--- src/tsm_pkg.sv ---
// tsm_pkg: shared types and constants for the term sort and merge block
// no dependencies
package tsm_pkg;

    localparam int unsigned COEF_W = 32;
    localparam int unsigned EXP_W  = 16;
    localparam int unsigned SUM_W  = 40;

    localparam logic signed [SUM_W-1:0] SUM_MAX = {1'b0, {(SUM_W-1){1'b1}}};
    localparam logic signed [SUM_W-1:0] SUM_MIN = {1'b1, {(SUM_W-1){1'b0}}};

    typedef struct packed {
        logic signed [COEF_W-1:0] term_coefficient;
        logic signed [EXP_W-1:0]  term_exponent;
        logic                     group_end;
    } term_in_t;

    typedef struct packed {
        logic signed [SUM_W-1:0] sum_coefficient;
        logic signed [EXP_W-1:0] sum_exponent;
        logic                    run_last;
        logic                    terms_dropped;
    } term_out_t;

    // saturating add of a coefficient into a 40-bit sum
    function automatic logic signed [SUM_W-1:0] sat_add(
        input logic signed [SUM_W-1:0]  a,
        input logic signed [COEF_W-1:0] b
    );
        logic signed [SUM_W:0] r;
        begin
            r = {a[SUM_W-1], a} + {{(SUM_W+1-COEF_W){b[COEF_W-1]}}, b};
            if (r[SUM_W] != r[SUM_W-1])
                sat_add = r[SUM_W] ? SUM_MIN : SUM_MAX;
            else
                sat_add = r[SUM_W-1:0];
        end
    endfunction

endpackage

--- src/tsm_front.sv ---
// tsm_front: accepts term words into a one-entry queue toward the store
// depends on tsm_pkg
module tsm_front (
    input  logic              clk,
    input  logic              rst_n,
    input  logic              start,
    input  tsm_pkg::term_in_t din,
    output logic              busy,
    output logic              q_valid,
    output tsm_pkg::term_in_t q_word,
    input  logic              q_take
);
    logic              full_reg;
    logic              full_next;
    tsm_pkg::term_in_t word_reg;

    assign busy      = full_reg;
    assign q_valid   = full_reg;
    assign q_word    = word_reg;
    assign full_next = (start && !full_reg) ? 1'b1 : (q_take ? 1'b0 : full_reg);

    // queue slot control
    always_ff @(posedge clk or negedge rst_n)
    begin
        if (!rst_n)
            full_reg <= 1'b0;
        else
            full_reg <= full_next;
    end

    // queue payload
    always_ff @(posedge clk)
    begin
        if (start && !full_reg)
            word_reg <= din;
    end
endmodule

--- config.mk ---
export PLATFORM = sky130hd
export DESIGN_NAME = tsm_front
export DESIGN_NICKNAME = d
export VERILOG_FILES = /design/src/tsm_pkg.sv /design/src/tsm_front.sv
export SDC_FILE = /design/constraint.sdc
export NUM_CORES = 1
export LEC_CHECK = 0
export ABC_AREA = 1
export BUFFER_PORTS_ARGS = -buffer_cell sky130_fd_sc_hd__buf_2
export CAP_MARGIN = 20
export CORE_MARGIN = 2
export CORE_UTILIZATION = 43
export CTS_CLUSTER_SIZE = 16
export DETAILED_ROUTE_END_ITERATION = 10
export GPL_ROUTABILITY_DRIVEN = 0
export PLACE_DENSITY = 0.91
export SYNTH_ARGS = -nofsm -noshare
export SYNTH_HDL_FRONTEND = slang
export SYNTH_SLANG_ARGS = --single-unit
--- constraint.sdc ---
create_clock -name clk -period 3.5 [get_ports clk]
set_clock_uncertainty 0.15 [all_clocks]
set_input_delay 0.525 -clock clk [delete_from_list [all_inputs] [get_ports clk]]
set_output_delay 0.525 -clock clk [all_outputs]
set_load 0.03 [all_outputs]
==> metrics.yaml, run 1 <==
pwr:
  p_per_area_mw_per_mm2: 537.8
  p_leak_uw: 0.0009443
  ir_worst_vdd_v: 0.0004366
worst_setup_path:
  critPathLaunch: "busy$_DFFE_PN0P_"
  reg2regPathDepth: 3
  crit_arrival_ps: 1640
  crit_path_end: "q_word[26]$_DFFE_PP_"
  crit_required_ps: 3340
  cp_max_fo: 49
  crit_path_start_kind: "flip-flop"
  end_kind: "flip-flop"
  r2r_end: "q_word[26]$_DFFE_PP_"
  r2r-start: "busy$_DFFE_PN0P_"
  path_class: "reg -> reg"
  r2r_slack_ps: 1700
floorplan:
  die_y_um: 63.68
  pin_count: 104
  start_util_pct: 45.18
  die_w_um: 63.68
  die_area_sq_mm: 0.004055
  num_rows: 21
  core_region_area_sq_mm: 0.003390
global_route:
  antenna_found_initial: 0
  grt_max_degree: 50
  track_usage_pct: 15.76
  grt_pass1_wl_um: 4340
  grt.overflow.total: 0
  grt_pass1_vias: 933
finish:
  nNetsFinal: 220
  post_route_cells_drive_above_1_share_pct: 67.26
  finalNonFillerCells: 214
  final_cell_mix: "buf_2, edfxtp_1, clkbuf_4, inv_1, nand2_2"
  post-route-util_pct: 63.93
  area_growth_pct: 41.50
  n_antenna_cell: 0
  final_common_cell: "buf_2"
synthesis:
  ys_types: 6
  avgSynthCellArea_sq_um: 26.87
  ys_seq_area_share_pct: 97.71
  synth_warnings: 0
  syn_nets: 110
  netlist_area_sq_mm: 0.001531
  ys_seq_elements: 50
  syn_inst: 57
timing:
  hold_violations: 0
  fin_ws_ps: 1699
  period_share_pct: 51.45
  max-slew-margin-rel_pct: 36.59
  setup_viol: 0
  rsz0062_at_grt: "no"
  tns_ps: 0
  period_needed_ps: 1801
  tightest_slew_ps: 949.8
  whs_ps: 179.1
  final_max_slew_viol_count: 0
  fmax_ghz: 0.5553
clock_network:
  clkLatencyLatePin_ps: 350
  cts.sinks: 50
  cts_tree: "built"
  h-tree-depth: 2
  cts.path.max_buffers: 2
  numCtsBuffers: 5
  cts_root_buffer: "clkbuf_4"
  postCtsSetupBuffers: 0
  holdBufCountCts: 1
  clkTransAtPathRegs_ps: 130
  cts_resized: 0
route:
  num_vias: 942
  wirelength_um: 3070
  drt-initial-drc-count: 20
  vias_per_cell: 4.402
  ant_nets: 0
  drc: 0
  wire_per_inst_um: 14.35
  drt_pass1_iterations: 4
placed_design:
  dp_hpwl_um: 2248
  dp_slack_ps: 1569
  portBuffers: 103
  placed_cells: 205
outcome:
  status: "complete, no violations"
job:
  cap_violations: 0
min_path:
  hp-class: "in -> reg"
## power by group
| part | switching, uW | internal (uW) |
|---|---|---|
| logic | 131 | 49.6 |
| registers | 11.0 | 711 |
| clock network | 165 | 97.7 |
| total | 307 | 859 |
## worst max-delay path, stage by stage (launching register included)
cell and delay (ps):
dfrtp_1 430, inv_1 80, nand2_2 70, inv_2 690
## how the worst min path moves through the flow
| stage | start | end | slack (ps) | cells past startpoint |
|---|---|---|---|---|
| detailed placement | rst_n | busy$_DFFE_PN0P_ | 150 | 1 |
| CTS | din[38] | q_word[38]$_DFFE_PP_ | 160 | 1 |
| floorplan | rst_n | busy$_DFFE_PN0P_ | 80 | 0 |
| finish | din[23] | q_word[23]$_DFFE_PP_ | 180 | 1 |
| global placement | rst_n | busy$_DFFE_PN0P_ | 150 | 1 |
| global route | din[38] | q_word[38]$_DFFE_PP_ | 150 | 1 |
## cell type report
cell class | count | area (sq um)
inverter | 3 | 11.26
clock inverter | 1 | 5.005
fill | 257 | 1222
timing repair buffer | 104 | 525.5
sequential | 50 | 1496
multi-input combinational | 3 | 16.27
clock buffer | 7 | 55.05
tap | 46 | 57.56
## synth_stat cells
master     n  share of area [%]
edfxtp_1  49                 96
inv_1      3               0.74
nand2_2    2               0.82
buf_4      1               0.49
dfrtp_1    1                1.6
nand2_1    1               0.24
## through the flow
step                power, uW  area [sq um]
finish                   1165          2167
global route             1215          2167
CTS                      1180          2167
detailed placement      916.8          2097
global placement        911.2          2097
floorplan               847.9          1531
## sequential cells by signal (all words and copies together), names as in the netlist
| register | cells |
|---|---|
| q_word | 49 |
| busy | 1 |
## cells by family after synthesis
group                  Yosys count  synth area share [%]
DFF                             50                 97.71
buffers and inverters            4                 1.226
and+or+nand+nor                  3                 1.062
## metal layers
metal	wire length (um)	track usage, %
met1	1044	15.94
met2	1527	24.61
met5	0	0
met4	95	11.41
met3	403	8.393
No activity file was read; power rests on OpenSTA's default activity.
==> inputs of run 2 (changes only) <==
--- a/config.mk
+++ b/config.mk
@@ -9,11 +9,11 @@
 export BUFFER_PORTS_ARGS = -buffer_cell sky130_fd_sc_hd__buf_2
 export CAP_MARGIN = 20
 export CORE_MARGIN = 2
-export CORE_UTILIZATION = 43
+export CORE_UTILIZATION = 40
 export CTS_CLUSTER_SIZE = 16
 export DETAILED_ROUTE_END_ITERATION = 10
 export GPL_ROUTABILITY_DRIVEN = 0
-export PLACE_DENSITY = 0.91
+export PLACE_DENSITY = 0.86
 export SYNTH_ARGS = -nofsm -noshare
 export SYNTH_HDL_FRONTEND = slang
 export SYNTH_SLANG_ARGS = --single-unit
==> constraint.sdc (replaced) <==
create_clock -name clk -period 1.8 [get_ports clk]
set_clock_uncertainty 0.15 [all_clocks]
set_input_delay 0.27 -clock clk [delete_from_list [all_inputs] [get_ports clk]]
set_output_delay 0.27 -clock clk [all_outputs]
set_load 0.03 [all_outputs]
==> metrics.yaml, run 2 (synthesis gave the netlist of run 1 again) <==
worst_setup_path:
  critPathSlowestCell: "dfrtp_2"
  crit_arrival_ps: 1440  # -200 ps
  crit_path_start_kind: "flip-flop"
  cp_max_fo: 14  # -71%
  path_cells: "inv_2 > nand2_2 > clkinvlp_4 > buf_4"
  cpPeakStageDelay_ps: 400  # -290 ps
  crit_required_ps: 1690  # -1650 ps
  cp_num_buf_inv: 3  # +1
  cpLargestDelayFamily: "buffers and inverters"
  path_class: "reg -> reg"
  end_kind: "flip-flop"
clock_network:
  h-tree-depth: 2  # unchanged
  numCtsBuffers: 5  # unchanged
  cts.sinks: 50  # unchanged
  clkTransAtPathRegs_ps: 90  # -40 ps
  cts_resized: 0  # unchanged
  cts.path.max_buffers: 2  # unchanged
  cts_tree: "built"
  clkLatencyLatePin_ps: 290  # -60 ps
  cts_root_buffer: "clkbuf_8"
timing:
  whs_ps: -0.3796  # -179.5 ps
  tightest_slew_ps: 318.6  # -631.2 ps
  hold_violations: 1  # +1
  tns_ps: 0  # unchanged
  max-slew-margin-rel_pct: 78.71  # +42 points
  final_max_slew_viol_count: 0  # unchanged
  rsz0062_at_grt: "no"
  fin_ws_ps: 247.6  # -1452 ps
  fmax_ghz: 0.6442  # +16%
  setup_viol: 0  # unchanged
  period_needed_ps: 1552  # -248.5 ps
  period_share_pct: 86.24  # +35 points
pwr:
  p_per_area_mw_per_mm2: 984.2  # +83%
  p_leak_uw: 0.001134  # +20%
  p_total_uw: 2611  # +120%
  ir_worst_vdd_v: 0.0007351  # +68%
route:
  drt-initial-drc-count: 26  # +30%
  drt_pass1_iterations: 4  # unchanged
  ant_nets: 0  # unchanged
  vias_per_cell: 4.407  # +0.12%
  num_vias: 1137  # +21%
  drc: 0  # unchanged
  wire_per_inst_um: 16.48  # +15%
  wirelength_um: 4253  # +39%
floorplan:
  die_y_um: 65.88  # +3.4%
  die_w_um: 65.88  # +3.4%
  num_rows: 22  # +4.8%
  pin_count: 104  # unchanged
  die_area_sq_mm: 0.004340  # +7.0%
  core_region_area_sq_mm: 0.003661  # +8.0%
  start_util_pct: 41.83  # -3.4 points
global_route:
  track_usage_pct: 17.57  # +1.8 points
  grt_pass1_vias: 1046  # +12%
  antenna_found_initial: 0  # unchanged
  grt.overflow.total: 0  # unchanged
  grt_pass1_wl_um: 5147  # +19%
  grt_max_degree: 25  # -50%
placed_design:
  dp_hpwl_um: 2367  # +5.3%
  dp_slack_ps: 272.4  # -1296 ps
  portBuffers: 103  # unchanged
finish:
  final_common_cell: "buf_2"
  area_growth_pct: 73.20
  final_cell_mix: "buf_2, edfxtp_1, dlygate4sd3_1, clkbuf_8"
  nFillCells: 223  # -13%
  largest_register_ffs: 49  # unchanged
  n_antenna_cell: 0  # unchanged
  post_route_cells_drive_above_1_share_pct: 55.71  # -12 points
  nNetsFinal: 262  # +19%
  ff_latch_area_sq_mm: 0.001498  # about the same
  multi_input_area_sq_um: 16.27  # unchanged
  post-route-util_pct: 72.45  # +8.5 points
outcome:
  violations: "hold timing"
  status: "finished, violations left"
min_path:
  hp-class: "in -> reg"
job:
  cap_violations: 0  # unchanged
## run 2: layout make-up
| type | count | area share (%) |
|---|---|---|
| Timing Repair Buffer | 146 | 35.94 |
| Multi-Input combinational cell | 3 | 0.6132 |
| Clock inverter | 2 | 1.415 |
| Tap cell | 48 | 2.264 |
| Clock buffer | 6 | 2.736 |
| Sequential cell | 50 | 56.46 |
| Inverter | 3 | 0.5660 |
## run 2: final timing paths
| kind | cells past startpoint | slack [ps] | endpoint | start |
|---|---|---|---|---|
| max | 4 | 250 | q_word[14]$_DFFE_PP_ | busy$_DFFE_PN0P_ |
| min reg2reg | 2 | 420 | busy$_DFFE_PN0P_ | busy$_DFFE_PN0P_ |
| min in group asynchronous | 2 | 160 | busy$_DFFE_PN0P_ | rst_n |
| max in group asynchronous | 2 | 1240 | busy$_DFFE_PN0P_ | rst_n |
| min | 1 | -0.4 | q_word[23]$_DFFE_PP_ | din[23] |
| max reg2reg | 4 | 250 | q_word[14]$_DFFE_PP_ | busy$_DFFE_PN0P_ |
## run 2: power breakdown
part	total [uW]	leakage [uW]	internal [uW]	switching, uW
clock network	758	0.0000514	415	343
logic	446	0.000609	166	280
registers	1410	0.000473	1380	25.1
total	2610	0.00113	1960	648
## run 2: per-layer routing
layer	up-vias	routed length, um	track usage [%]	share of wire (%)
met3	10	491	9.199	12
met5	-	0	0	0
met4	0	110	7.813	2.6
li1	520	-	-	-
met1	524	1422	18.33	33
met2	83	2228	29.29	52
## run 2: stage by stage
step                area, sq um  hold slack (ps)  cells
floorplan                  1536           -175.6     57
global placement           2132           -99.62    209
detailed placement         2132           -99.24    209
CTS                        2472          0.01507    240
global route               2653           -16.25    258
finish                     2653          -0.3796    258
## run 2: what timing repair did
action,in CTS,in global routing
buffers inserted,0,0
hold endpoints to repair,23,18
hold buffers,23,18
